**src/rtl/mrq_pkg.sv**
```systemverilog
// Shared codes for the multilevel ready queue: action and status encodings.
// No dependencies; used by the core and its bound checker.
package mrq_pkg;

  typedef enum logic [1:0] {
    ACT_ENQ     = 2'd0,
    ACT_DEQ_TOP = 2'd1,
    ACT_DEQ_LVL = 2'd2,
    ACT_MOVE    = 2'd3
  } action_t;

  typedef enum logic [1:0] {
    ST_OK      = 2'd0,
    ST_RANGE   = 2'd1,
    ST_MISSING = 2'd2,
    ST_DUP     = 2'd3
  } status_t;

endpackage

```
**src/rtl/multilevel_ready_queue_core.sv**
```systemverilog
// Multilevel ready queue: one FIFO of process ids per priority level, kept as
// doubly linked lists in link memories and updated by a small sequencer.
// Depends on mrq_pkg for action and status codes.
//
// Channel   Direction  Handshake               Payload
// in_       input      in_valid / in_ready     action, process_id, priority_req, new_priority
// out_      output     out_valid / out_ready   process_id, status, all_empty
//
// After its transfer, a rejected item steps through S_CHECK and S_FIN, an enqueue
// through S_CHECK, S_APPEND and S_FIN, a dequeue through S_CHECK, S_UNLINK and
// S_FIN, and a move through S_CHECK, S_UNLINK, S_APPEND and S_FIN; the registered
// link memory reads and one list update per cycle set these steps.
// in_ready is high only while the sequencer is idle.
// The result sits in an output register, so a new item is taken while it waits;
// a stalled output holds the sequencer in its last step until the register frees.
// Reset empties every level at once; the link memories are not cleared.
module multilevel_ready_queue_core #(
  parameter int NUM_LEVELS = 5,
  parameter int NUM_PROCS  = 16
) (
  input  logic       clk,
  input  logic       rst_n,
  input  logic       in_valid,
  output logic       in_ready,
  input  logic [1:0] in_action,
  input  logic [3:0] in_process_id,
  input  logic [2:0] in_priority_req,
  input  logic [2:0] in_new_priority,
  output logic       out_valid,
  input  logic       out_ready,
  output logic [3:0] out_process_id,
  output mrq_pkg::status_t out_status,
  output logic       out_all_empty
);
  import mrq_pkg::*;

  localparam int PID_W = (NUM_PROCS > 1) ? $clog2(NUM_PROCS) : 1;
  localparam int LV_W  = (NUM_LEVELS > 1) ? $clog2(NUM_LEVELS) : 1;
  localparam logic [6:0] PID_LIM = 7'(NUM_PROCS);
  localparam logic [3:0] LV_LIM  = 4'(NUM_LEVELS);

  typedef enum logic [2:0] {S_IDLE, S_CHECK, S_UNLINK, S_APPEND, S_FIN} state_t;

  state_t                  state_r;
  action_t                 act_r;
  logic [PID_W-1:0]        pid_r;
  logic [LV_W-1:0]         lv_r;
  logic [LV_W-1:0]         nlv_r;
  logic                    pid_ok_r;
  logic                    lv_ok_r;
  logic                    nlv_ok_r;
  logic [PID_W-1:0]        got_r;
  status_t                 st_r;
  logic [NUM_PROCS-1:0]    queued_r;
  logic [NUM_LEVELS-1:0]   nonempty_r;
  logic [PID_W-1:0]        head_r [NUM_LEVELS];
  logic [PID_W-1:0]        tail_r [NUM_LEVELS];
  logic                    out_valid_r;
  logic [3:0]              out_pid_r;
  status_t                 out_st_r;
  logic                    out_empty_r;

  // Link memories with registered read data.
  logic [PID_W-1:0]        next_mem [NUM_PROCS];
  logic [PID_W-1:0]        prev_mem [NUM_PROCS];
  logic [LV_W-1:0]         lvl_mem  [NUM_PROCS];
  logic [PID_W-1:0]        nx_rd_r;
  logic [PID_W-1:0]        pv_rd_r;
  logic [LV_W-1:0]         lv_rd_r;

  logic                    in_xfer;
  logic                    out_free;
  logic [LV_W-1:0]         top_lv;
  logic [LV_W-1:0]         deq_lv;
  logic [PID_W-1:0]        deq_head;
  logic [PID_W-1:0]        rd_addr;
  logic                    is_head;
  logic                    is_tail;
  logic                    next_we;
  logic [PID_W-1:0]        next_wa;
  logic [PID_W-1:0]        next_wd;
  logic                    prev_we;
  logic [PID_W-1:0]        prev_wa;
  logic [PID_W-1:0]        prev_wd;
  logic                    lvl_we;

  assign in_ready       = (state_r == S_IDLE);
  assign in_xfer        = in_valid && in_ready;
  assign out_free       = !out_valid_r || out_ready;
  assign out_valid      = out_valid_r;
  assign out_process_id = out_pid_r;
  assign out_status     = out_st_r;
  assign out_all_empty  = out_empty_r;

  // Most urgent non-empty level: the lowest index wins.
  always_comb begin
    top_lv = '0;
    for (int i = NUM_LEVELS - 1; i >= 0; i--) begin
      if (nonempty_r[i]) top_lv = LV_W'(i);
    end
  end

  assign deq_lv   = (act_r == ACT_DEQ_TOP) ? top_lv : lv_r;
  assign deq_head = head_r[deq_lv];
  assign is_head  = (head_r[lv_r] == pid_r);
  assign is_tail  = (tail_r[lv_r] == pid_r);

  always_comb begin
    case (state_r)
      S_IDLE:  rd_addr = PID_W'(in_process_id);
      S_CHECK: rd_addr = (act_r == ACT_MOVE) ? pid_r : deq_head;
      default: rd_addr = pid_r;
    endcase
  end

  // Link writes. The tail's next link and the head's prev link are never
  // read, so an append touches only the old tail and the new entry.
  always_comb begin
    next_we = 1'b0;
    next_wa = pv_rd_r;
    next_wd = nx_rd_r;
    prev_we = 1'b0;
    prev_wa = nx_rd_r;
    prev_wd = pv_rd_r;
    lvl_we  = 1'b0;
    case (state_r)
      S_UNLINK: begin
        if (!is_head && !is_tail) begin
          next_we = 1'b1;
          prev_we = 1'b1;
        end
      end
      S_APPEND: begin
        lvl_we = 1'b1;
        if (nonempty_r[nlv_r]) begin
          next_we = 1'b1;
          next_wa = tail_r[nlv_r];
          next_wd = pid_r;
          prev_we = 1'b1;
          prev_wa = pid_r;
          prev_wd = tail_r[nlv_r];
        end
      end
      default: ;
    endcase
  end

  always_ff @(posedge clk) begin
    if (next_we) next_mem[next_wa] <= next_wd;
    if (prev_we) prev_mem[prev_wa] <= prev_wd;
    if (lvl_we)  lvl_mem[pid_r]    <= nlv_r;
    nx_rd_r <= next_mem[rd_addr];
    pv_rd_r <= prev_mem[rd_addr];
    lv_rd_r <= lvl_mem[rd_addr];
  end

  always_ff @(posedge clk) begin
    if (!rst_n) begin
      state_r     <= S_IDLE;
      queued_r    <= '0;
      nonempty_r  <= '0;
      out_valid_r <= 1'b0;
    end else begin
      // The final step loads the output register itself.
      if (out_valid_r && out_ready && state_r != S_FIN) out_valid_r <= 1'b0;
      case (state_r)
        S_IDLE: begin
          if (in_xfer) begin
            act_r    <= action_t'(in_action);
            pid_r    <= PID_W'(in_process_id);
            lv_r     <= LV_W'(in_priority_req);
            nlv_r    <= LV_W'(in_new_priority);
            pid_ok_r <= ({3'b000, in_process_id} < PID_LIM);
            lv_ok_r  <= ({1'b0, in_priority_req} < LV_LIM);
            nlv_ok_r <= ({1'b0, in_new_priority} < LV_LIM);
            got_r    <= '0;
            st_r     <= ST_OK;
            state_r  <= S_CHECK;
          end
        end
        S_CHECK: begin
          case (act_r)
            ACT_ENQ: begin
              nlv_r <= lv_r;
              if (!lv_ok_r || !pid_ok_r) begin
                st_r    <= ST_RANGE;
                state_r <= S_FIN;
              end else if (queued_r[pid_r]) begin
                st_r    <= ST_DUP;
                state_r <= S_FIN;
              end else begin
                state_r <= S_APPEND;
              end
            end
            ACT_DEQ_TOP, ACT_DEQ_LVL: begin
              if (act_r == ACT_DEQ_LVL && !lv_ok_r) begin
                st_r    <= ST_RANGE;
                state_r <= S_FIN;
              end else if (!nonempty_r[deq_lv]) begin
                st_r    <= ST_MISSING;
                state_r <= S_FIN;
              end else begin
                lv_r    <= deq_lv;
                pid_r   <= deq_head;
                got_r   <= deq_head;
                state_r <= S_UNLINK;
              end
            end
            default: begin
              if (!lv_ok_r || !nlv_ok_r) begin
                st_r    <= ST_RANGE;
                state_r <= S_FIN;
              end else if (!pid_ok_r || !queued_r[pid_r] || lv_rd_r != lv_r) begin
                st_r    <= ST_MISSING;
                state_r <= S_FIN;
              end else begin
                state_r <= S_UNLINK;
              end
            end
          endcase
        end
        S_UNLINK: begin
          queued_r[pid_r] <= 1'b0;
          if (is_head && is_tail) nonempty_r[lv_r] <= 1'b0;
          else if (is_head)       head_r[lv_r] <= nx_rd_r;
          else if (is_tail)       tail_r[lv_r] <= pv_rd_r;
          state_r <= (act_r == ACT_MOVE) ? S_APPEND : S_FIN;
        end
        S_APPEND: begin
          if (!nonempty_r[nlv_r]) head_r[nlv_r] <= pid_r;
          tail_r[nlv_r]     <= pid_r;
          nonempty_r[nlv_r] <= 1'b1;
          queued_r[pid_r]   <= 1'b1;
          state_r           <= S_FIN;
        end
        S_FIN: begin
          if (out_free) begin
            out_valid_r <= 1'b1;
            out_pid_r   <= 4'(got_r);
            out_st_r    <= st_r;
            out_empty_r <= ~|nonempty_r;
            state_r     <= S_IDLE;
          end
        end
        default: state_r <= S_IDLE;
      endcase
    end
  end

endmodule

```
**config.mk**
```make
export PLATFORM = sky130hd
export DESIGN_NAME = multilevel_ready_queue_core
export DESIGN_NICKNAME = d
export VERILOG_FILES = /design/src/rtl/mrq_pkg.sv /design/src/rtl/multilevel_ready_queue_core.sv
export SDC_FILE = /design/constraint.sdc
export NUM_CORES = 1
export LEC_CHECK = 0
export BUFFER_PORTS_ARGS = -buffer_cell sky130_fd_sc_hd__buf_2
export CAP_MARGIN = 10
export CORE_MARGIN = 8
export CORE_UTILIZATION = 61
export CTS_CLUSTER_DIAMETER = 150
export CTS_CLUSTER_SIZE = 20
export DETAILED_ROUTE_END_ITERATION = 7
export PLACE_DENSITY = 0.87
export SYNTH_ARGS = -nofsm -noshare
export SYNTH_HDL_FRONTEND = slang
export SYNTH_SLANG_ARGS = --single-unit
```
**constraint.sdc**
```tcl
create_clock -name clk -period 7.5 [get_ports clk]
set_input_delay 0.75 -clock clk [delete_from_list [all_inputs] [get_ports clk]]
set_output_delay 0.75 -clock clk [all_outputs]
set_load 0.01 [all_outputs]
```
==> flow_summary.yaml, run 1 <==
status:
  status: "finished clean"
detailed_routing:
  vias: 8468
  drt_iter0_markers: 1215
  routed.top_layer: "met4"
  firstDrtPassIters: 6
  detail-route-antenna-nets: 0
  wl_met2_mm: 14.2
  totalWireLength_mm: 28.9
  wl_met3_mm: 2.88
  drt-met1-wl_mm: 10.7
  wl_per_cell_um: 23.0
  drcViolationCount: 0
  via_per_inst: 6.72
synthesis:
  synth_area_leaders: "edfxtp_1, dfxtp_1, a211oi_1"
  synthFlopType: "edfxtp_1"
  postSynthAreaPerCell_um2: 13.0
  synth_area_mm2: 0.0128
  synth_fp_nets: 1007
  synth_top_family_by_area: "simple AND/OR/NAND/NOR gates"
  synth_top_cell_by_area: "edfxtp_1"
  synth_xor_area_share_pct: 0.754
  synth_seq_cells: 285
  synth_top_area_share_pct: 57.1
  yosys_warnings: 0
  synth.distinct_cells: 60
  synth_fa_ha_area_share_pct: 0.392
  synth_edf_count: 243
  synthSimpleGateAreaFrac_pct: 13.8
  yosys-top-cells-count: "edfxtp_1, and3_1, a211oi_1"
  synth-compound-area-share_pct: 11.8
  async_flop_share_pct: 0
  synthMuxAreaShare_pct: 6.63
  seq_area_frac_synth_pct: 63.7
  synthCells: 987
  synth_most_common_cell: "edfxtp_1"
cts:
  tritoncts: "yes"
  htree_levels: 1
  clk_path_buf_depth: 3
  cts_resized: 0
  hold_buffers: 0
  cts_made_buffers: 18
  insertion_delay_ns: 0.51
  clk_pin_slew_worst_paths_ns: 0.08
  cts_setup_buffers: 0
  cts_root_buffer: "clkbuf_16"
  cts.sinks: 285
timing:
  fin_crit_ns: 4.50
  finalCritPeriodShare_pct: 60.0
  drv_slew: 0
  rsz0062_at_grt: "false"
  hold_viol: 0
  layout_setup_ws_ns: 3.00
  finClkSkew_ns: 0.0197
  timing.fmax_mhz: 222
  worst_pin_slew_ns: 1.23
  finalSetupViolCount: 0
  totalNegativeSetupSlack_ns: 0
  slew_headroom_pct: 18.0
global_route:
  grt_max_degree: 90
  grt_pass1_vias: 8265
  antenna_found_initial: 0
  grt_pass1_wl_mm: 45.1
  gr-usage-all-layers_pct: 21.9
  gr-total-overflow: 0
placement:
  dp_hpwl_mm: 18.8
  gp_congestion: 0.913
  io_buffer_count: 24
  dp.cells: 1228
  preCtsSetupSlack_ns: 3.13
floorplan:
  core_area_mm2: 0.0208
  die_x_um: 161
  ios: 25
  initial_utilization_pct: 61.4
  die_area_mm2: 0.0258
  rows: 53
  dieHeight_um: 161
finish:
  layout-area-overhead-vs-synth_pct: 5.86
  fin_nets: 993
  num_antenna_cells: 0
  seq_area_mm2: 0.00814
  final_core_util_pct: 65.0
  final_cells: 1260
  multi_input_area_mm2: 0.00426
  nFillCells: 1401
  drive_above_1_share_pct: 11.3
min_path:
  hp-start: "in_action[0]"
  hold_path_class: "in -> reg"
worst_setup_path:
  rr_startpoint: "act_r[1]"
  r2r_slack_ns: 3.00
  worst-path-max-fanout: 89
  cp-start-kind: "register"
  required_ns: 7.96
  worst_setup_path_end_kind: "register"
  arrival_ns: 4.96
  startpoint: "act_r[1]"
  critPathKind: "reg -> reg"
power:
  ir_drop_v: 0.000142
  power.total_mw: 3.57
  power_density_mw_per_mm2: 264
  leakagePower_nw: 4.58
job:
  cap_violations: 0
report_power, final:
part	leakage, nW	total, mW	switching, mW	internal, mW
Sequential	2.53	1.96	0.0771	1.88
Clock	0.250	0.970	0.507	0.463
Combinational	1.79	0.647	0.432	0.214
Total	4.58	3.57	1.02	2.56
metal layers:
layer  global-route usage (%)  vias to the layer above
li1                         -                     3768
met1                     27.6                     4084
met2                     36.5                      530
met3                     3.81                       86
met4                     10.1                        0
met5                        0                        -
cell families after synthesis:
logic type / after synthesis
adders and majority gates: 4
DFF: 285
AOI/OAI and AO/OA: 202
xor gates and xnor gates: 11
and+or+nand+nor: 339
muxes: 59
buffers and inverters: 87
cell usage in the layout, fill, tap and decap left out, drive strengths merged, types with 3 or more instances in the layout:
cell type,n
edfxtp,243
and3,97
a211oi,91
nor2,84
nand2,57
dfxtp,42
buf,34
clkbuf,30
mux2,25
nor4,25
o21ai,21
inv,20
mux4,18
o21a,18
nand2b,18
a21oi,18
mux2i,16
nand3,15
a31oi,13
nor3,11
nor2b,10
and2,8
xnor2,8
nor3b,7
o2111ai,5
o211ai,5
or2,5
a22o,4
a21o,4
ha,4
a211o,3
xor2,3
cell type report:
class / instances / area share [%]
inverters: 19 / 0.527
repair buffers: 34 / 1.44
clock buffers: 30 / 3.66
multi-input cells: 615 / 31.4
well taps: 275 / 2.54
flip-flops and latches: 285 / 60.1
clock inverters: 2 / 0.240
stage by stage:
step,hold WS (ns),area (µm²)
after CTS,0.412,13500
after global routing,0.417,13500
final,0.419,13500
after detailed placement,0.407,13000
after global placement,0.402,13000
after floorplan,0.400,12800
state kept, by name, summed over array words and instances (netlist names), named ones only:
name and flops:
prev_mem 64, pid_r 4, nlv_ok_r 1, nlv_r 3, pv_rd_r 4, lv_rd_r 3, lv_ok_r 1, act_r 2
lv_r 3, head_r 20, nx_rd_r 4, out_process_id 4, out_valid 1, state_r 3, next_mem 64, out_status 2
nonempty_r 5, got_r 4, out_all_empty 1, st_r 2, tail_r 20, lvl_mem 48
critical path, stage by stage (launching register included):
cell	delay, ns
edfxtp_1	0.43
inv_1	0.14
ha_1	0.42
inv_1	0.16
o41ai_4	0.57
o211a_1	0.32
o31ai_4	0.09
buf_4	0.35
nand2_2	0.31
buf_4	0.62
a211oi_1	0.18
nor4_1	0.51
mux2_2	0.25
final timing paths:
| check | end | cells past startpoint |
|---|---|---|
| worst max-delay path | nx_rd_r[2] | 12 |
| worst min-delay path | act_r[0] | 1 |
| worst max register to register | nx_rd_r[2] | 12 |
| worst min register to register | out_process_id[3] | 0 |
No activity file was read; power rests on OpenSTA's default activity.
==> run 2: changes to the inputs <==
- ABC_AREA: not set -> 1
- clock period: 7.5 -> 4.3 ns (I/O delays scaled with it)
==> run 2 against run 1 <==
Effect of this change: final area is 4.2% higher; first-iteration DRC count is 6.5% higher; via count is 21% higher; worst hold slack worse by 0.32 ns; clock skew is 0.0082 ns higher; power is 97% higher; critical endpoint is now next_mem[9][1]; largest cell class unchanged; largest power group unchanged.
==> flow_summary.yaml, run 2 <==
worst_setup_path:
  critPathKind: "reg -> reg"
  rr_startpoint: "nlv_r[2]"
  worst_setup_path_end_kind: "register"
  arrival_ns: 3.82
  worst-path-max-fanout: 19
  startpoint: "nlv_r[2]"
  required_ns: 4.45
  r2r_end: "next_mem[9][1]"
  worstRegToRegCells: 10
  r2r_slack_ns: 0.63
  cp-start-kind: "register"
  crit_end: "next_mem[9][1]"
timing:
  finalSetupViolCount: 0
  slew_headroom_pct: 35.8
  fin_crit_ns: 3.67
  totalNegativeSetupSlack_ns: 0
  worst_pin_slew_ns: 0.953
  drv_slew: 0
  hold_ws_ns: 0.0966
  timing.fmax_mhz: 273
  finClkSkew_ns: 0.0279
  hold_viol: 0
  rsz0062_at_grt: "false"
  finalCritPeriodShare_pct: 85.3
synthesis:
  postSynthAreaPerCell_um2: 9.38
  synth_area_mm2: 0.0133
  synth_top_area_share_pct: 54.8
  synth_top_cell_by_area: "edfxtp_1"
  synth_fp_nets: 1440
  synth-compound-area-share_pct: 6.63
  synth_fa_ha_area_share_pct: 0.376
  synth_area_leaders: "edfxtp_1, nand2_1, nand3_1"
  synth_top_family_by_area: "simple AND/OR/NAND/NOR gates"
  synthSimpleGateAreaFrac_pct: 24.6
  synth_seq_cells: 285
  seq_area_frac_synth_pct: 61.1
  synthFlopType: "edfxtp_1"
  synthCells: 1420
  synth_edf_count: 243
  synth.distinct_cells: 39
  async_flop_share_pct: 0
  yosys-top-cells-count: "nand2_1, edfxtp_1, nand3_1"
  yosys_warnings: 0
  synthMuxAreaShare_pct: 0
  synth_most_common_cell: "nand2_1"
  synth_xor_area_share_pct: 0.657
cts:
  cts_setup_buffers: 0
  cts_root_buffer: "clkbuf_16"
  tritoncts: "yes"
  htree_levels: 1
  cts_resized: 0
  clk_pin_slew_worst_paths_ns: 0.09
  cts.sinks: 285
  hold_buffers: 0
  clk_path_buf_depth: 3
  insertion_delay_ns: 0.51
  cts_made_buffers: 18
floorplan:
  die_area_mm2: 0.0268
  die_x_um: 164
  dieHeight_um: 164
  rows: 54
  core_area_mm2: 0.0216
  initial_utilization_pct: 61.6
  ios: 25
detailed_routing:
  drt_iter0_markers: 1294
  detail-route-antenna-nets: 0
  firstDrtPassIters: 6
  totalWireLength_mm: 31.3
  via_per_inst: 5.99
  vias: 10200
  wl_per_cell_um: 18.3
  drcViolationCount: 0
global_route:
  gr-usage-all-layers_pct: 23.5
  grt_pass1_wl_mm: 50.3
  antenna_found_initial: 0
  grt_pass1_vias: 9872
  grt_max_degree: 89
  gr-total-overflow: 0
min_path:
  hold_path_class: "in -> reg"
finish:
  seq_area_mm2: 0.00814
  layout_common_cells: "nand2_1, edfxtp_1, nand3_1, inv_1, nor2_1"
  final_core_util_pct: 65.2
  nFillCells: 1625
  multi_input_area_mm2: 0.00431
  num_antenna_cells: 0
  fin_nets: 1434
  layout-area-overhead-vs-synth_pct: 5.84
  final_common_cell: "nand2_1"
  drive_above_1_share_pct: 6.38
  reg_top3: "next_mem x64, prev_mem x64, lvl_mem x48"
power:
  power.total_mw: 7.04
  ir_drop_v: 0.000393
  leakagePower_nw: 5.60
  power_density_mw_per_mm2: 499
placement:
  dp_hpwl_mm: 21.1
  gp_congestion: 0.945
  io_buffer_count: 24
status:
  status: "finished clean"
job:
  cap_violations: 0
[run 2: through the flow]
stage | instances | worst slack (ns) | instance area [µm²]
after floorplan | 1420 | 1.49 | 13300
after global placement | 1674 | 0.907 | 13600
after detailed placement | 1674 | 0.689 | 13600
after CTS | 1706 | 0.652 | 14100
after global routing | 1706 | 0.217 | 14100
final | 1706 | 0.632 | 14100
[run 2: layer usage]
layer	routed length [µm]	global-route usage [%]	vias up
met5	0	0	-
met4	1000	8.80	0
met3	3460	3.66	104
met2	15000	39.2	628
met1	11800	30.6	4707
li1	-	-	4775
[run 2: cell families (layout without fill, tap and decap cells)]
| logic type | after synthesis | in the layout |
|---|---|---|
| buffers and inverters | 211 | 217 |
| AOI/OAI and AO/OA | 158 | 158 |
| xor gates and xnor gates | 10 | 10 |
| and+or+nand+nor | 752 | 752 |
| DFF | 285 | 285 |
| adders and majority gates | 4 | 4 |
[run 2: worst min-delay path by stage]
stage | startpoint | to | cells past startpoint | slack [ns]
floorplan | got_r[0] | out_process_id[0] | 0 | 0.40
finish | in_action[1] | act_r[1] | 1 | 0.1
global route | in_action[1] | act_r[1] | 1 | 0.09
global placement | got_r[3] | out_process_id[3] | 0 | 0.41
CTS | in_action[1] | act_r[1] | 1 | 0.09
detailed placement | got_r[0] | out_process_id[0] | 0 | 0.41
[run 2: cell type report]
type,instances,share of cell area [%]
Tap cell,280,2.48
Inverter,148,3.94
Sequential cell,285,57.7
Clock buffer,31,3.69
Timing Repair Buffer,37,1.54
Clock inverter,1,0.115
Multi-Input combinational cell,924,30.5
[run 2: critical path: stages, from the launching register on]
cell and delay, ns:
edfxtp_1 0.72, inv_1 0.22, nand3_1 0.14, o22ai_1 0.09
a21oi_1 0.20, nand2_1 0.08, nand2_1 0.38, o21ai_0 0.24
inv_1 0.48, nand3_1 0.40, nor2_1 0.37
[run 2: power by group]
part / internal, mW / leakage (nW) / total, mW / switching [mW]
Sequential: 3.37 / 2.54 / 3.49 / 0.114
Combinational: 0.440 / 2.81 / 1.84 / 1.40
Clock: 0.839 / 0.256 / 1.72 / 0.880
==> run 3: changes to the inputs <==
- CORE_MARGIN: 8 -> not set
- clock period: 4.3 -> 4.6 ns (I/O delays scaled with it)
==> run 3 against run 2 <==
Effect of this change: final area up 0.13%; wire length shrank 0.44%; via count down 0.31%; worst hold slack improved by 0.035 ns; non-clock buffer count unchanged; clock skew is 0.0065 ns lower; sequential power decreased by 6.0%; utilization grew 1.3 points; global-route usage up 5.0 points; maximum frequency shrank 0.26%; clock power fell by 6%; worst setup slack improved by 0.29 ns; critical path type unchanged; critical endpoint is now next_mem[8][1]; largest power group unchanged.
==> flow_summary.yaml, run 3 (synthesis gave the netlist of run 2 again) <==
status:
  status: "finished clean"
finish:
  fin_nets: 1434
  reg_top3: "next_mem x64, prev_mem x64, lvl_mem x48"
  final_core_util_pct: 66.6
  layout-area-overhead-vs-synth_pct: 5.98
  drive_above_1_share_pct: 6.38
  num_antenna_cells: 0
  layout_common_cells: "nand2_1, edfxtp_1, nand3_1, inv_1, nor2_1"
  nFillCells: 1608
  final_common_cell: "nand2_1"
detailed_routing:
  firstDrtPassIters: 5
  wl_per_cell_um: 18.3
  totalWireLength_mm: 31.1
  detail-route-antenna-nets: 0
  via_per_inst: 5.99
  drt_iter0_markers: 1228
  drcViolationCount: 0
  vias: 10200
min_path:
  hold_path_class: "in -> reg"
cts:
  hold_buffers: 0
  clk_path_buf_depth: 3
  cts.sinks: 285
  clk_pin_slew_worst_paths_ns: 0.08
  tritoncts: "yes"
  cts_resized: 0
  htree_levels: 1
  cts_made_buffers: 18
  cts_setup_buffers: 0
  cts_root_buffer: "clkbuf_16"
  insertion_delay_ns: 0.51
power:
  p_clk_share_pct: 24.5
  p_seq_share_pct: 49.9
  power_density_mw_per_mm2: 465
  ir_drop_v: 0.000286
  p_sw_mw: 2.21
  p_int_mw: 4.36
  leakagePower_nw: 5.61
  p_comb_share_pct: 25.6
  power.total_mw: 6.57
  swShare_pct: 33.6
timing:
  timing.fmax_mhz: 272
  slew_headroom_pct: 37.5
  worst_pin_slew_ns: 0.938
  drv_slew: 0
  rsz0062_at_grt: "false"
  layout_setup_ws_ns: 0.922
  finalSetupViolCount: 0
  totalNegativeSetupSlack_ns: 0
  fin_crit_ns: 3.68
  finClkSkew_ns: 0.0214
  hold_viol: 0
  finalCritPeriodShare_pct: 80.0
global_route:
  grt_max_degree: 89
  antenna_found_initial: 0
  grtUsageMet3_pct: 3.72
  met2_usage_pct: 46.5
  grt_pass1_vias: 9585
  use_met1_pct: 38.7
  gr-total-overflow: 0
  gr-usage-all-layers_pct: 28.4
  grt_pass1_wl_mm: 49.3
  top_usage_layer: "met2"
worst_setup_path:
  worst_setup_path_end_kind: "register"
  worst-path-max-fanout: 19
  r2r_slack_ns: 0.92
  required_ns: 4.76
  cp-start-kind: "register"
  critPathKind: "reg -> reg"
  arrival_ns: 3.83
floorplan:
  die_x_um: 150
  die_area_mm2: 0.0224
  ios: 25
  dieHeight_um: 150
  rows: 53
  core_area_mm2: 0.0212
  initial_utilization_pct: 62.8
placement:
  gp_congestion: 0.955
  preCtsSetupSlack_ns: 0.981
  io_buffer_count: 24
  dp_hpwl_mm: 20.9
job:
  cap_violations: 0
[run 3: changes by cell type in the layout (fill, tap and decap cells not counted)]
cell	before	now
buf_4	13	11
buf_12	0	2
[run 3: routing by layer]
layer | share of wire, % | routed length (µm)
met4 | 3.8 | 1170
met2 | 48 | 14800
met1 | 40 | 12400
met5 | 0 | 0
met3 | 8.8 | 2750
[run 3: through the flow]
step	hold slack [ns]	cells	instance area (µm²)
finish	0.131	1701	14100
detailed placement	0.406	1669	13600
global placement	0.401	1669	13600
floorplan	0.400	1420	13300
CTS	0.122	1701	14100
global route	0.119	1701	14100
[run 3: worst paths after layout]
path,start,end,cells past startpoint
max,nlv_r[2],next_mem[8][1],10
min,in_action[1],act_r[1],1
max reg2reg,nlv_r[2],next_mem[8][1],10
min reg2reg,got_r[1],out_process_id[1],0
[run 3: final cells by class]
class	count	area, µm²	area share [%]
inverter	148	556	3.93
clock buffer	31	520	3.69
sequential	285	8140	57.6
timing repair buffer	37	243	1.72
tap	275	344	2.44
clock inverter	1	16.3	0.115
multi-input combinational	924	4310	30.5
[run 3: power by group through the flow]
stage / sequential, mW / clock, mW / combinational [mW]
2_1_floorplan: 3.26 / 0 / 1.17
3_3_place_gp: 3.33 / 0 / 1.59
3_5_place_dp: 3.33 / 0 / 1.63
4_1_cts: 3.27 / 1.63 / 1.65
5_1_grt: 3.29 / 1.71 / 1.85
6_report: 3.28 / 1.61 / 1.68
[run 3: worst max-delay path, stage by stage, from the launching register on]
cell      delay [ns]
edfxtp_1        0.73
inv_1           0.24
nand3_1         0.14
o22ai_1         0.09
a21oi_1         0.21
nand2_1         0.08
nand2_1         0.38
o21ai_0         0.25
inv_1           0.53
nand2_1         0.30
nor2_1          0.38
